[config.mk]
export PLATFORM = sky130hd
export DESIGN_NAME = dual_axis_stepper_speed_ramp
export DESIGN_NICKNAME = d
export VERILOG_FILES = /design/src/hw/rtl/dasr_pkg.sv /design/src/hw/rtl/dasr_axis.sv /design/src/hw/rtl/dasr_dp.sv /design/src/hw/rtl/dasr_ctrl.sv /design/src/hw/rtl/dual_axis_stepper_speed_ramp.sv
export SDC_FILE = /design/constraint.sdc
export NUM_CORES = 1
export LEC_CHECK = 0
export ABC_AREA = 1
export BUFFER_PORTS_ARGS = -buffer_cell sky130_fd_sc_hd__clkbuf_2
export CORE_ASPECT_RATIO = 1.75
export CORE_MARGIN = 4
export CORE_UTILIZATION = 42
export DETAILED_ROUTE_END_ITERATION = 7
export SLEW_MARGIN = 20
export SYNTH_ARGS = -nofsm -noshare
export SYNTH_HDL_FRONTEND = slang
export SYNTH_HIERARCHICAL = 1
export SYNTH_SLANG_ARGS = --single-unit
[constraint.sdc]
create_clock -name clk -period 6.4 [get_ports clk]
set_input_delay 0 -clock clk [delete_from_list [all_inputs] [get_ports clk]]
set_output_delay 0 -clock clk [all_outputs]
set_load 0.02 [all_outputs]
[src/hw/rtl/dasr_pkg.sv]
`timescale 1ns / 1ps
// ----------------------------------------------------------------------------
// dasr_pkg
// Shared constants, codes and controller/datapath types of the two-axis
// stepper speed ramp.
// ----------------------------------------------------------------------------
package dasr_pkg;

	localparam int PERIOD_BITS_DEF  = 16;
	localparam int SPEED_BITS       = 21;
	localparam int ACCEL_BITS       = 16;
	localparam int POS_BITS         = 32;
	localparam int OP_BITS          = 2;
	localparam int CFG_IDX_BITS     = 2;
	localparam int SPEED_LIMIT      = 1000000;
	localparam int TICKS_PER_SECOND = 1000000;
	localparam int IDLE_PERIOD      = 255;
	localparam int DIV_BITS         = 20;
	localparam int DIV_STEPS        = DIV_BITS;
	localparam int DIV_CNT_BITS     = $clog2(DIV_STEPS);

	localparam logic [OP_BITS-1:0] OP_TICK = 2'd0;
	localparam logic [OP_BITS-1:0] OP_RAMP = 2'd1;
	localparam logic [OP_BITS-1:0] OP_GOAL = 2'd2;

	localparam logic [CFG_IDX_BITS-1:0] CFG_PAN_ACCEL  = 2'd0;
	localparam logic [CFG_IDX_BITS-1:0] CFG_TILT_ACCEL = 2'd1;

	localparam logic signed [SPEED_BITS:0] SAT_HI = (SPEED_BITS+1)'(SPEED_LIMIT);
	localparam logic signed [SPEED_BITS:0] SAT_LO = -SAT_HI;

	typedef struct packed {
		logic latch_in;
		logic do_tick;
		logic do_goal;
		logic do_ramp;
		logic div_load;
		logic div_run;
		logic reload;
		logic load_out;
	} dasr_cmd_t;

	typedef struct packed {
		logic div_last;
	} dasr_status_t;

	function automatic logic signed [SPEED_BITS-1:0] sat_speed(
		input logic signed [SPEED_BITS:0] v
	);
		logic signed [SPEED_BITS:0] r;
		begin
			r = v;
			if (v > SAT_HI)
				r = SAT_HI;
			else if (v < SAT_LO)
				r = SAT_LO;
			return r[SPEED_BITS-1:0];
		end
	endfunction

endpackage

[src/hw/rtl/dasr_axis.sv]
`timescale 1ns / 1ps
// ----------------------------------------------------------------------------
// dasr_axis
// One axis: goal and speed ramp, serial period divider, period counter,
// step direction and position count.
// ----------------------------------------------------------------------------
module dasr_axis import dasr_pkg::*; #(
	parameter int PERIOD_BITS = PERIOD_BITS_DEF
) (
	input  logic                         clk,
	input  logic                         arst_n,
	input  dasr_cmd_t                    cmd,
	input  logic                         accel_we,
	input  logic [ACCEL_BITS-1:0]        accel_data,
	input  logic signed [SPEED_BITS-1:0] target,
	output logic                         step,
	output logic                         dir,
	output logic [POS_BITS-1:0]          count,
	output logic signed [SPEED_BITS-1:0] speed,
	output logic                         div_last
);

	localparam int EXT_BITS = (PERIOD_BITS > DIV_BITS) ? PERIOD_BITS : DIV_BITS;

	logic [ACCEL_BITS-1:0]        accel_q;
	logic signed [SPEED_BITS-1:0] target_q;
	logic signed [SPEED_BITS-1:0] goal_q;
	logic signed [SPEED_BITS-1:0] speed_q;
	logic signed [SPEED_BITS-1:0] ramp_next;
	logic signed [SPEED_BITS-1:0] mag;
	logic signed [SPEED_BITS:0]   spd_w;
	logic signed [SPEED_BITS:0]   acc_w;
	logic signed [SPEED_BITS:0]   diff;
	logic                         near;
	logic [DIV_BITS-1:0]          den_q;
	logic [DIV_BITS-1:0]          quo_q;
	logic [DIV_BITS-1:0]          rem_q;
	logic [DIV_BITS:0]            rem_sh;
	logic                         ge;
	logic [DIV_CNT_BITS-1:0]      cnt_q;
	logic [EXT_BITS-1:0]          quo_ext;
	logic [EXT_BITS-1:0]          pmax_ext;
	logic [PERIOD_BITS-1:0]       period_next;
	logic [PERIOD_BITS-1:0]       period_q;
	logic [PERIOD_BITS-1:0]       elapsed_q;
	logic                         wrap;
	logic                         step_q;
	logic                         dir_q;
	logic [POS_BITS-1:0]          count_q;

	// speed ramp
	always_comb begin
		spd_w = (SPEED_BITS+1)'(speed_q);
		acc_w = $signed({{(SPEED_BITS+1-ACCEL_BITS){1'b0}}, accel_q});
		diff  = (SPEED_BITS+1)'(goal_q) - spd_w;
		near  = (diff > -acc_w) && (diff < acc_w);
		if (near)
			ramp_next = goal_q;
		else if (diff > 0)
			ramp_next = sat_speed(spd_w + acc_w);
		else
			ramp_next = sat_speed(spd_w - acc_w);
	end

	// restoring divider, one quotient bit per cycle
	always_comb begin
		mag      = speed_q[SPEED_BITS-1] ? -speed_q : speed_q;
		rem_sh   = {rem_q, quo_q[DIV_BITS-1]};
		ge       = rem_sh >= {1'b0, den_q};
		quo_ext  = EXT_BITS'(quo_q);
		pmax_ext = EXT_BITS'({PERIOD_BITS{1'b1}});
		if (speed_q == '0)
			period_next = PERIOD_BITS'(IDLE_PERIOD);
		else if (quo_ext > pmax_ext)
			period_next = '1;
		else
			period_next = quo_ext[PERIOD_BITS-1:0];
		wrap = elapsed_q >= period_q;
	end

	always_ff @(posedge clk) begin
		if (cmd.latch_in)
			target_q <= target;
		if (cmd.div_load) begin
			den_q <= mag[DIV_BITS-1:0];
			quo_q <= DIV_BITS'(TICKS_PER_SECOND);
			rem_q <= '0;
		end else if (cmd.div_run) begin
			rem_q <= ge ? DIV_BITS'(rem_sh - {1'b0, den_q}) : rem_sh[DIV_BITS-1:0];
			quo_q <= {quo_q[DIV_BITS-2:0], ge};
		end
	end

	always_ff @(posedge clk or negedge arst_n) begin
		if (!arst_n) begin
			accel_q   <= '0;
			goal_q    <= '0;
			speed_q   <= '0;
			period_q  <= PERIOD_BITS'(IDLE_PERIOD);
			elapsed_q <= '0;
			count_q   <= '0;
			dir_q     <= 1'b1;
			step_q    <= 1'b0;
			cnt_q     <= '0;
		end else begin
			if (accel_we)
				accel_q <= accel_data;
			if (cmd.latch_in)
				step_q <= 1'b0;
			if (cmd.do_goal)
				goal_q <= sat_speed((SPEED_BITS+1)'(target_q));
			if (cmd.do_ramp)
				speed_q <= ramp_next;
			if (cmd.div_load)
				cnt_q <= '0;
			else if (cmd.div_run)
				cnt_q <= cnt_q + 1'b1;
			if (cmd.reload) begin
				period_q  <= period_next;
				elapsed_q <= '0;
			end
			if (cmd.do_tick) begin
				if (wrap) begin
					elapsed_q <= '0;
					if (speed_q > 0) begin
						dir_q   <= 1'b0;
						count_q <= count_q + 1'b1;
						step_q  <= 1'b1;
					end else if (speed_q < 0) begin
						dir_q   <= 1'b1;
						count_q <= count_q - 1'b1;
						step_q  <= 1'b1;
					end
				end else begin
					elapsed_q <= elapsed_q + 1'b1;
				end
			end
		end
	end

	assign step     = step_q;
	assign dir      = dir_q;
	assign count    = count_q;
	assign speed    = speed_q;
	assign div_last = cnt_q == DIV_CNT_BITS'(DIV_STEPS - 1);

endmodule

[src/hw/rtl/dasr_dp.sv]
`timescale 1ns / 1ps
// ----------------------------------------------------------------------------
// dasr_dp
// Datapath: the pan and tilt axes, configuration decode and the response
// register.
// ----------------------------------------------------------------------------
module dasr_dp import dasr_pkg::*; #(
	parameter int PERIOD_BITS = PERIOD_BITS_DEF
) (
	input  logic                         clk,
	input  logic                         arst_n,
	input  dasr_cmd_t                    cmd,
	output dasr_status_t                 status,
	input  logic                         cfg_we,
	input  logic [CFG_IDX_BITS-1:0]      cfg_index,
	input  logic [ACCEL_BITS-1:0]        cfg_data,
	input  logic signed [SPEED_BITS-1:0] pan_target,
	input  logic signed [SPEED_BITS-1:0] tilt_target,
	output logic                         pan_step,
	output logic                         tilt_step,
	output logic                         pan_dir,
	output logic                         tilt_dir,
	output logic signed [POS_BITS-1:0]   pan_position,
	output logic signed [POS_BITS-1:0]   tilt_position,
	output logic signed [SPEED_BITS-1:0] pan_speed_now,
	output logic signed [SPEED_BITS-1:0] tilt_speed_now
);

	logic                         p_step, t_step, p_dir, t_dir, p_last, t_last;
	logic [POS_BITS-1:0]          p_count, t_count;
	logic signed [SPEED_BITS-1:0] p_speed, t_speed;

	dasr_axis #(.PERIOD_BITS(PERIOD_BITS)) u_pan (
		.clk        (clk),
		.arst_n     (arst_n),
		.cmd        (cmd),
		.accel_we   (cfg_we && cfg_index == CFG_PAN_ACCEL),
		.accel_data (cfg_data),
		.target     (pan_target),
		.step       (p_step),
		.dir        (p_dir),
		.count      (p_count),
		.speed      (p_speed),
		.div_last   (p_last)
	);

	dasr_axis #(.PERIOD_BITS(PERIOD_BITS)) u_tilt (
		.clk        (clk),
		.arst_n     (arst_n),
		.cmd        (cmd),
		.accel_we   (cfg_we && cfg_index == CFG_TILT_ACCEL),
		.accel_data (cfg_data),
		.target     (tilt_target),
		.step       (t_step),
		.dir        (t_dir),
		.count      (t_count),
		.speed      (t_speed),
		.div_last   (t_last)
	);

	// both dividers run in lockstep
	assign status.div_last = p_last & t_last;

	always_ff @(posedge clk) begin
		if (cmd.load_out) begin
			pan_step       <= p_step;
			tilt_step      <= t_step;
			pan_dir        <= p_dir;
			tilt_dir       <= t_dir;
			pan_position   <= p_count;
			tilt_position  <= t_count;
			pan_speed_now  <= p_speed;
			tilt_speed_now <= t_speed;
		end
	end

endmodule

[src/hw/rtl/dasr_ctrl.sv]
`timescale 1ns / 1ps
// ----------------------------------------------------------------------------
// dasr_ctrl
// Controller: takes one request at a time, sequences the datapath and holds
// the response valid flag.
// ----------------------------------------------------------------------------
module dasr_ctrl import dasr_pkg::*; (
	input  logic               clk,
	input  logic               arst_n,
	input  logic               cmd_valid,
	output logic               cmd_ready,
	input  logic [OP_BITS-1:0] op,
	output logic               rsp_valid,
	input  logic               rsp_ready,
	input  dasr_status_t       status,
	output dasr_cmd_t          cmd
);

	typedef enum logic [2:0] {
		S_IDLE,
		S_EXEC,
		S_LOAD,
		S_DIV,
		S_RELOAD,
		S_EMIT
	} state_t;

	state_t             state_q;
	logic [OP_BITS-1:0] op_q;
	logic               rsp_valid_q;
	logic               emit_ok;

	assign emit_ok   = !rsp_valid_q || rsp_ready;
	assign cmd_ready = state_q == S_IDLE;
	assign rsp_valid = rsp_valid_q;

	always_comb begin
		cmd = '0;
		unique case (state_q)
			S_IDLE:   cmd.latch_in = cmd_valid;
			S_EXEC: begin
				unique case (op_q)
					OP_TICK: cmd.do_tick = 1'b1;
					OP_RAMP: cmd.do_ramp = 1'b1;
					OP_GOAL: cmd.do_goal = 1'b1;
					default: ;
				endcase
			end
			S_LOAD:   cmd.div_load = 1'b1;
			S_DIV:    cmd.div_run  = 1'b1;
			S_RELOAD: cmd.reload   = 1'b1;
			S_EMIT:   cmd.load_out = emit_ok;
			default:  ;
		endcase
	end

	always_ff @(posedge clk or negedge arst_n) begin
		if (!arst_n) begin
			state_q     <= S_IDLE;
			op_q        <= OP_TICK;
			rsp_valid_q <= 1'b0;
		end else begin
			if (rsp_valid_q && rsp_ready)
				rsp_valid_q <= 1'b0;
			unique case (state_q)
				S_IDLE: begin
					if (cmd_valid) begin
						op_q    <= op;
						state_q <= S_EXEC;
					end
				end
				S_EXEC:   state_q <= (op_q == OP_RAMP) ? S_LOAD : S_EMIT;
				S_LOAD:   state_q <= S_DIV;
				S_DIV: begin
					if (status.div_last)
						state_q <= S_RELOAD;
				end
				S_RELOAD: state_q <= S_EMIT;
				S_EMIT: begin
					if (emit_ok) begin
						rsp_valid_q <= 1'b1;
						state_q     <= S_IDLE;
					end
				end
				default:  state_q <= S_IDLE;
			endcase
		end
	end

endmodule

[src/hw/rtl/dual_axis_stepper_speed_ramp.sv]
`timescale 1ns / 1ps
// Tick, set-goal and unused-op requests go through the execute and emit states;
// a ramp request also goes through load, the one-bit-per-cycle period divider
// and reload (both axes divide side by side). Emit waits while a response is
// unaccepted; a new request is taken only in idle. Reset (arst_n low,
// asynchronous): speeds, goals, accelerations, position counts and counters
// clear, periods go to 255, axis directions go high, no response pending.
// ----------------------------------------------------------------------------
// dual_axis_stepper_speed_ramp
// Two-axis stepper pulse generator with a linear speed ramp.
// ----------------------------------------------------------------------------
module dual_axis_stepper_speed_ramp import dasr_pkg::*; #(
	parameter int PERIOD_BITS = PERIOD_BITS_DEF
) (
	input  logic                         clk,
	input  logic                         arst_n,
	input  logic                         cmd_valid,
	output logic                         cmd_ready,
	input  logic [OP_BITS-1:0]           op,
	input  logic signed [SPEED_BITS-1:0] pan_target,
	input  logic signed [SPEED_BITS-1:0] tilt_target,
	output logic                         rsp_valid,
	input  logic                         rsp_ready,
	output logic                         pan_step,
	output logic                         tilt_step,
	output logic                         pan_dir,
	output logic                         tilt_dir,
	output logic signed [POS_BITS-1:0]   pan_position,
	output logic signed [POS_BITS-1:0]   tilt_position,
	output logic signed [SPEED_BITS-1:0] pan_speed_now,
	output logic signed [SPEED_BITS-1:0] tilt_speed_now,
	input  logic                         cfg_we,
	input  logic [CFG_IDX_BITS-1:0]      cfg_index,
	input  logic [ACCEL_BITS-1:0]        cfg_data
);

	dasr_cmd_t    cmd;
	dasr_status_t status;

	dasr_ctrl u_ctrl (
		.clk       (clk),
		.arst_n    (arst_n),
		.cmd_valid (cmd_valid),
		.cmd_ready (cmd_ready),
		.op        (op),
		.rsp_valid (rsp_valid),
		.rsp_ready (rsp_ready),
		.status    (status),
		.cmd       (cmd)
	);

	dasr_dp #(.PERIOD_BITS(PERIOD_BITS)) u_dp (
		.clk            (clk),
		.arst_n         (arst_n),
		.cmd            (cmd),
		.status         (status),
		.cfg_we         (cfg_we),
		.cfg_index      (cfg_index),
		.cfg_data       (cfg_data),
		.pan_target     (pan_target),
		.tilt_target    (tilt_target),
		.pan_step       (pan_step),
		.tilt_step      (tilt_step),
		.pan_dir        (pan_dir),
		.tilt_dir       (tilt_dir),
		.pan_position   (pan_position),
		.tilt_position  (tilt_position),
		.pan_speed_now  (pan_speed_now),
		.tilt_speed_now (tilt_speed_now)
	);

endmodule

==> results.sh, run 1 <==
export IMPL_syn_area_per_cell_um2=7.16
export IMPL_max_clock_freq_mhz=185
export IMPL_synth_distinct_cells=65
export IMPL_power_density_mw_per_mm2=552
export IMPL_synthFlopType="dfrtp_1"
export IMPL_fin_crit_ns=5.39
export IMPL_grt_pass1_vias=38105
export IMPL_status="completed"
export IMPL_grt_usage=0.273
export IMPL_gp_congestion=1.01
export IMPL_area_delta_synth_final_pct=11.7
export IMPL_ir_drop_mv=0.364
export IMPL_timing_rr_start="u_dp/u_pan/speed[1]"
export IMPL_die_area_mm2=0.100
export IMPL_startpoint_type="flip-flop"
export IMPL_slew_violations=0
export IMPL_synth_most_common_cell="nand2_1"
export IMPL_drt_total_wl_mm=141
export IMPL_antenna_found_initial=1
export IMPL_cts_htree_levels=2
export IMPL_place_hpwl_mm=113
export IMPL_rsz0062_at_grt="false"
export IMPL_p_leak_nw=22.8
export IMPL_numCtsBuffers=54
export IMPL_firstDrtPassIters=6
export IMPL_fin_nets=6186
export IMPL_rows=149
export IMPL_setup_tns_ns=0
export IMPL_cts_root_buffer="clkbuf_16"
export IMPL_vias=37900
export IMPL_setup_viol=0
export IMPL_async_flop_share=0.493
export IMPL_drt_initial_drc_count=2371
export IMPL_cts_resized=0
export IMPL_syn_inst=5577
export IMPL_path_class="reg2reg"
export IMPL_r2r_slack_ns=1.01
export IMPL_grt_max_degree=138
export IMPL_crit_path_start="u_dp/u_pan/speed[1]"
export IMPL_cts_clk_slew_worst_paths_ns=0.07
export IMPL_cts_sinks=536
export IMPL_fin_util=0.473
export IMPL_initial_utilization=0.423
export IMPL_tritoncts="yes"
export IMPL_synth_top_area_frac=0.159
export IMPL_drive_gt1_frac=0.0895
export IMPL_drc_errors=0
export IMPL_fp_dieH_um=416
export IMPL_port_buffers=178
export IMPL_overflow=0
export IMPL_timing_rr_end="u_dp/u_pan/count[28]"
export IMPL_synth_warnings=6
export IMPL_arrival_ns=5.92
export IMPL_yosysSeqAreaShare=0.351
export IMPL_relSlewSlack=0.231
export IMPL_synth_seq_cells=536
export IMPL_clock_skew_ns=0.0262
export IMPL_synth_nets=5966
export IMPL_grt_pass1_wl_mm=212
export IMPL_clk_path_buf_depth=3
export IMPL_post_route_period_util=0.843
export IMPL_worst_pin_slew_ns=1.15
export IMPL_core_mm2=0.0943
export IMPL_hold_viol_final=0
export IMPL_syn_area_mm2=0.0399
export IMPL_synth_largest_area_cell="nand2_1"
export IMPL_hp_class="in2reg"
export IMPL_synthTopCellsByArea="nand2_1, dfrtp_1, edfxtp_1"
export IMPL_cp_max_fo=25
export IMPL_fp_dieW_um=241
export IMPL_maxCapViolCount=0
export IMPL_endpoint="u_dp/u_pan/count[28]"
export IMPL_synth_edf_count=192
export IMPL_hp_start="tilt_target[17]"
export IMPL_cp_end_kind="flip-flop"
export IMPL_wl_per_cell_um=19.9
export IMPL_cp_data_required_time_ns=6.93
export IMPL_r2r_cells=25
export IMPL_ant_nets=0
export IMPL_num_io_pins=179
export IMPL_viasPerCell=5.37
export IMPL_synth_common_cells="nand2_1, inv_1, nand3_1"
export IMPL_clk_latency_ns=0.65
-- layout make-up --
| class | count | area, µm² |
|---|---|---|
| multi-input combinational | 4048 | 22000 |
| fill | 9724 | 49800 |
| inverter | 862 | 3240 |
| sequential | 536 | 14000 |
| tap | 1208 | 1510 |
| antenna | 3 | 7.51 |
| clock buffer | 74 | 1570 |
| clock inverter | 27 | 240 |
| timing repair buffer | 295 | 2020 |
-- through the flow --
step / instance area [µm²] / hold WS, ns / power (mW) / setup slack [ns] / cells
final: 44600 / 0.0648 / 24.6 / 1.01 / 7053
after global routing: 44600 / 0.0645 / 26.7 / 0.498 / 7050
after CTS: 44600 / 0.0300 / 24.5 / 1.08 / 7050
after detailed placement: 42000 / -0.0263 / 21.1 / 1.10 / 6871
after global placement: 42000 / -0.0278 / 21.0 / 1.13 / 6871
after floorplan: 39900 / -0.296 / 16.6 / 1.93 / 5577
-- critical path: stages (launching register included) --
cell and delay (ns):
dfrtp_1 0.56, inv_1 0.27, ha_1 0.18, inv_1 0.05, nor3_1 0.20, nand2_1 0.10
nor2_1 0.10, nand2_1 0.14, inv_1 0.13, nand4_1 0.37, nand2_1 0.53, buf_4 0.39
ha_1 0.26, nand2_1 0.09, nand2_1 0.09, nor2_1 0.05, o21ai_0 0.08, nand2_1 0.14
o21bai_1 0.38, a31oi_1 0.19, o21ai_0 0.48, nand2_1 0.16, nand3_1 0.13, nand2_1 0.07
nand3_1 0.07, nand2_1 0.05
-- flip-flops by register name, summed over array words and instances, names as in the netlist, 20 cells and up --
register and flops:
u_dp/u_pan/rem_q 20, u_dp/u_pan/target_q 21, u_dp/u_tilt/count 32, u_dp/tilt_position 32, u_dp/u_pan/quo_ext 20, u_dp/u_tilt/speed 21
u_dp/u_tilt/quo_ext 20, u_dp/tilt_speed_now 21, u_dp/pan_position 32, u_dp/u_tilt/goal_q 21, u_dp/u_pan/goal_q 21, u_dp/u_pan/den_q 20
u_dp/u_pan/count 32, u_dp/u_pan/speed 21, u_dp/u_tilt/rem_q 20, u_dp/u_tilt/target_q 21, u_dp/pan_speed_now 21, u_dp/u_tilt/den_q 20
-- routing by layer --
metal	part of all wire	wire length, µm	track usage	up-vias
li1	-	-	-	18608
met1	0.36	50500	0.282	17785
met2	0.52	72800	0.510	1069
met3	0.039	5430	0.0285	436
met4	0.083	11700	0.186	2
met5	0.00011	16	0	-
-- where the power goes --
group / switching [mW] / internal [mW]
sequential: 0.837 / 4.53
clock: 1.46 / 1.81
combinational: 11.2 / 4.83
total: 13.5 / 11.2
-- cell families after synthesis --
logic type	after synthesis	synth area share
AND/OR/NAND/NOR	2805	0.302
XOR/XNOR	169	0.0371
adder cells (fa/ha/maj)	322	0.103
buffers and inverters	993	0.0994
flip-flops	536	0.351
AO/OA/AOI/OAI	752	0.109
-- cells in the final DEF, fill, tap and decap left out, types with 41 or more instances in the layout --
master,synthesis,routed
xnor2_1,55,55
clkbuf_2,0,177
a21oi_1,250,249
o21ai_0,248,248
nand2_2,56,58
clkbuf_16,0,58
inv_1,816,816
nand4_1,96,96
a22oi_1,41,41
nand3_1,393,393
edfxtp_1,192,192
xor2_1,114,114
dlygate4sd3_1,0,77
nor3_1,82,79
o22ai_1,64,64
dfrtp_1,246,246
nand2_1,1691,1689
nor2_1,352,347
ha_1,312,312
dfxtp_1,80,80
-- what timing repair did --
item	4_1_cts	5_1_grt
setup buffers	0	0
hold buffers	78	0
endpoints found under the hold margin	180	0
-- worst min path at each step --
stage,slack (ns),cells past startpoint,endpoint
floorplan,-0.30,0,u_ctrl/op_q[0]
global placement,-0.03,1,u_dp/u_tilt/count[1]
detailed placement,-0.03,1,u_dp/u_tilt/count[1]
CTS,0.03,2,u_dp/u_tilt/target_q[17]
global route,0.06,2,u_dp/u_pan/target_q[8]
finish,0.06,2,u_dp/u_tilt/target_q[17]
Note: power is estimated with default switching activity, not from simulation.
==> run 2, diff against run 1 <==
==> constraint.sdc (replaced) <==
create_clock -name clk -period 5.28 [get_ports clk]
set_input_delay 0 -clock clk [delete_from_list [all_inputs] [get_ports clk]]
set_output_delay 0 -clock clk [all_outputs]
set_load 0.02 [all_outputs]
==> results.sh, run 2 (synthesis gave the netlist of run 1 again) <==
export IMPL_status="completed"
export IMPL_diodes=0
export IMPL_slowest_stage="dfrtp_1"
export IMPL_p_int_mw=14.0
export IMPL_postPlaceCellArea_mm2=0.0423
export IMPL_timing_rr_start="u_dp/u_tilt/speed[19]"
export IMPL_startpoint_type="flip-flop"
export IMPL_grt_max_degree=136
export IMPL_relSlewSlack=0.299
export IMPL_grt_pass1_vias=38121
export IMPL_num_fill_cells=9606
export IMPL_area_delta_synth_final_pct=12.9
export IMPL_grt_pass1_wl_mm=209
export IMPL_layout_commonest_cell="nand2_1"
export IMPL_crit_path_start="u_dp/u_tilt/speed[19]"
export IMPL_fp_dieH_um=416
export IMPL_power_clock_fraction=0.143
export IMPL_num_io_pins=179
export IMPL_switchingPower_mw=16.1
export IMPL_switching_share=0.536
export IMPL_worst_pin_slew_ns=1.04
export IMPL_fin_nets=6226
export IMPL_clk_path_buf_depth=3
export IMPL_drc_errors=0
export IMPL_cp_max_fo=22
export IMPL_drt_total_wl_mm=137
export IMPL_drive_gt1_frac=0.0969
export IMPL_place_hpwl_mm=110
export IMPL_worstPathCellList="clkinv_1 -> ha_1 -> nand2_1 -> nor3_2 -> nand3_1 -> nand4_1 -> nand2_1 -> ha_1 -> nand2_1 -> inv_1 -> nand2_1 -> nor2_2 -> nand2_2 -> clkinv_1 -> nand2_1 -> nand2_1 -> inv_2 -> nand3_4 -> nand2_1 -> nand2_1 -> nand2_1 -> nand2_1"
export IMPL_cp_common_cell="nand2_1"
export IMPL_fp_dieW_um=241
export IMPL_comb_power_share=0.648
export IMPL_initial_utilization=0.423
export IMPL_wl_per_cell_um=19.4
export IMPL_overflow=0
export IMPL_firstDrtPassIters=8
export IMPL_clk_latency_ns=0.67
export IMPL_setup_viol=0
export IMPL_drt_initial_drc_count=2201
export IMPL_viasPerCell=5.36
export IMPL_grt_usage=0.268
export IMPL_p_leak_nw=23.1
export IMPL_hp_start="tilt_target[19]"
export IMPL_port_buffers=178
export IMPL_design_area_mm2=0.0451
export IMPL_slew_violations=0
export IMPL_numCtsBuffers=54
export IMPL_cts_root_buffer="clkbuf_16"
export IMPL_fin_crit_ns=4.87
export IMPL_setup_tns_ns=0
export IMPL_gp_congestion=1.03
export IMPL_cp_data_required_time_ns=5.81
export IMPL_max_clock_freq_mhz=205
export IMPL_maxCapViolCount=0
export IMPL_cts_htree_levels=2
export IMPL_power_density_mw_per_mm2=667
export IMPL_tritoncts="yes"
export IMPL_path_class="reg2reg"
export IMPL_ant_nets=0
export IMPL_fin_util=0.478
export IMPL_antenna_found_initial=1
export IMPL_cts_clk_slew_worst_paths_ns=0.07
export IMPL_ir_drop_mv=0.453
export IMPL_arrival_ns=5.40
export IMPL_rsz0062_at_grt="false"
export IMPL_rows=149
export IMPL_layout_common_cells="nand2_1, inv_1, nand3_1, nor2_1, ha_1"
export IMPL_hold_viol_final=0
export IMPL_clock_skew_ns=0.0359
export IMPL_hp_class="in2reg"
export IMPL_die_area_mm2=0.100
export IMPL_post_route_period_util=0.923
export IMPL_cp_end_kind="flip-flop"
export IMPL_vias=37990
export IMPL_cts_sinks=536
export IMPL_max_stage_delay_ns=0.51
export IMPL_seq_power_share=0.209
export IMPL_core_mm2=0.0943
[run 2: cell types whose count changed in the layout (fill, tap and decap cells not counted), moves of 2 or more]
cell	delta
clkbuf_1	-7
clkinv_1	-3
clkinv_4	+4
inv_8	+2
clkinv_16	+2
buf_4	+37
clkbuf_8	-4
dlygate4sd3_1	+2
bufinv_16	+6
diode_2	-3
[run 2: worst paths after layout]
check	to	slack, ns	cells past startpoint
setup / recovery	u_dp/u_tilt/speed[3]	0.41	22
hold / removal	u_dp/u_tilt/target_q[19]	0.06	2
setup reg to reg	u_dp/u_tilt/speed[3]	0.41	22
hold reg to reg	u_dp/u_tilt/period_q[7]	0.45	2
max in group asynchronous	u_dp/u_tilt/elapsed_q[2]	3.92	4
min in group asynchronous	u_dp/u_tilt/count[19]	0.53	4
[run 2: layout make-up]
type | instances | area, µm² | area share
multi-input combinational | 4048 | 22000 | 0.488
sequential | 536 | 14000 | 0.310
inverter | 862 | 3240 | 0.0718
timing repair buffer | 335 | 2330 | 0.0518
tap | 1208 | 1510 | 0.0335
clock buffer | 62 | 1480 | 0.0327
clock inverter | 40 | 518 | 0.0115
[run 2: critical path: cells and delay by family (launching register included)]
family | cells | cell delay [ns]
AND/OR/NAND/NOR | 16 | 2.33
buffers and inverters | 4 | 0.97
adder cells (fa/ha/maj) | 2 | 0.92
flip-flops | 1 | 0.51
[run 2: per-layer routing]
metal / vias up / wire, µm / track usage
met5: - / 0 / 0
met4: 0 / 11900 / 0.184
met3: 446 / 5880 / 0.0285
met2: 1067 / 71200 / 0.502
met1: 17788 / 48300 / 0.272
li1: 18689 / - / -
[run 2: timing repair]
item	CTS	global route
gates resized for setup	0	1
endpoints found under the hold margin	300	0
buffers inserted	0	0
endpoints found under the setup margin	0	16
hold buffers	80	0
[run 2: power by group through the flow]
stage          Combinational, mW  Clock [mW]  Sequential, mW
2_1_floorplan               13.7           0            6.39
3_3_place_gp                19.0           0            6.35
3_5_place_dp                19.1           0            6.36
4_1_cts                     19.3        4.41            6.29
5_1_grt                     21.7        4.56            6.38
6_report                    19.5        4.30            6.29
[run 2: metrics by stage]
step / setup slack [ns] / std cells / hold slack (ns) / total power [mW]
after floorplan: 0.809 / 5577 / -0.296 / 20.1
after global placement: 0.330 / 6909 / -0.0193 / 25.3
after detailed placement: 0.329 / 6909 / -0.0212 / 25.5
after CTS: 0.308 / 7091 / 0.0104 / 30.0
after global routing: 0.115 / 7091 / 0.0575 / 32.6
final: 0.409 / 7091 / 0.0599 / 30.1
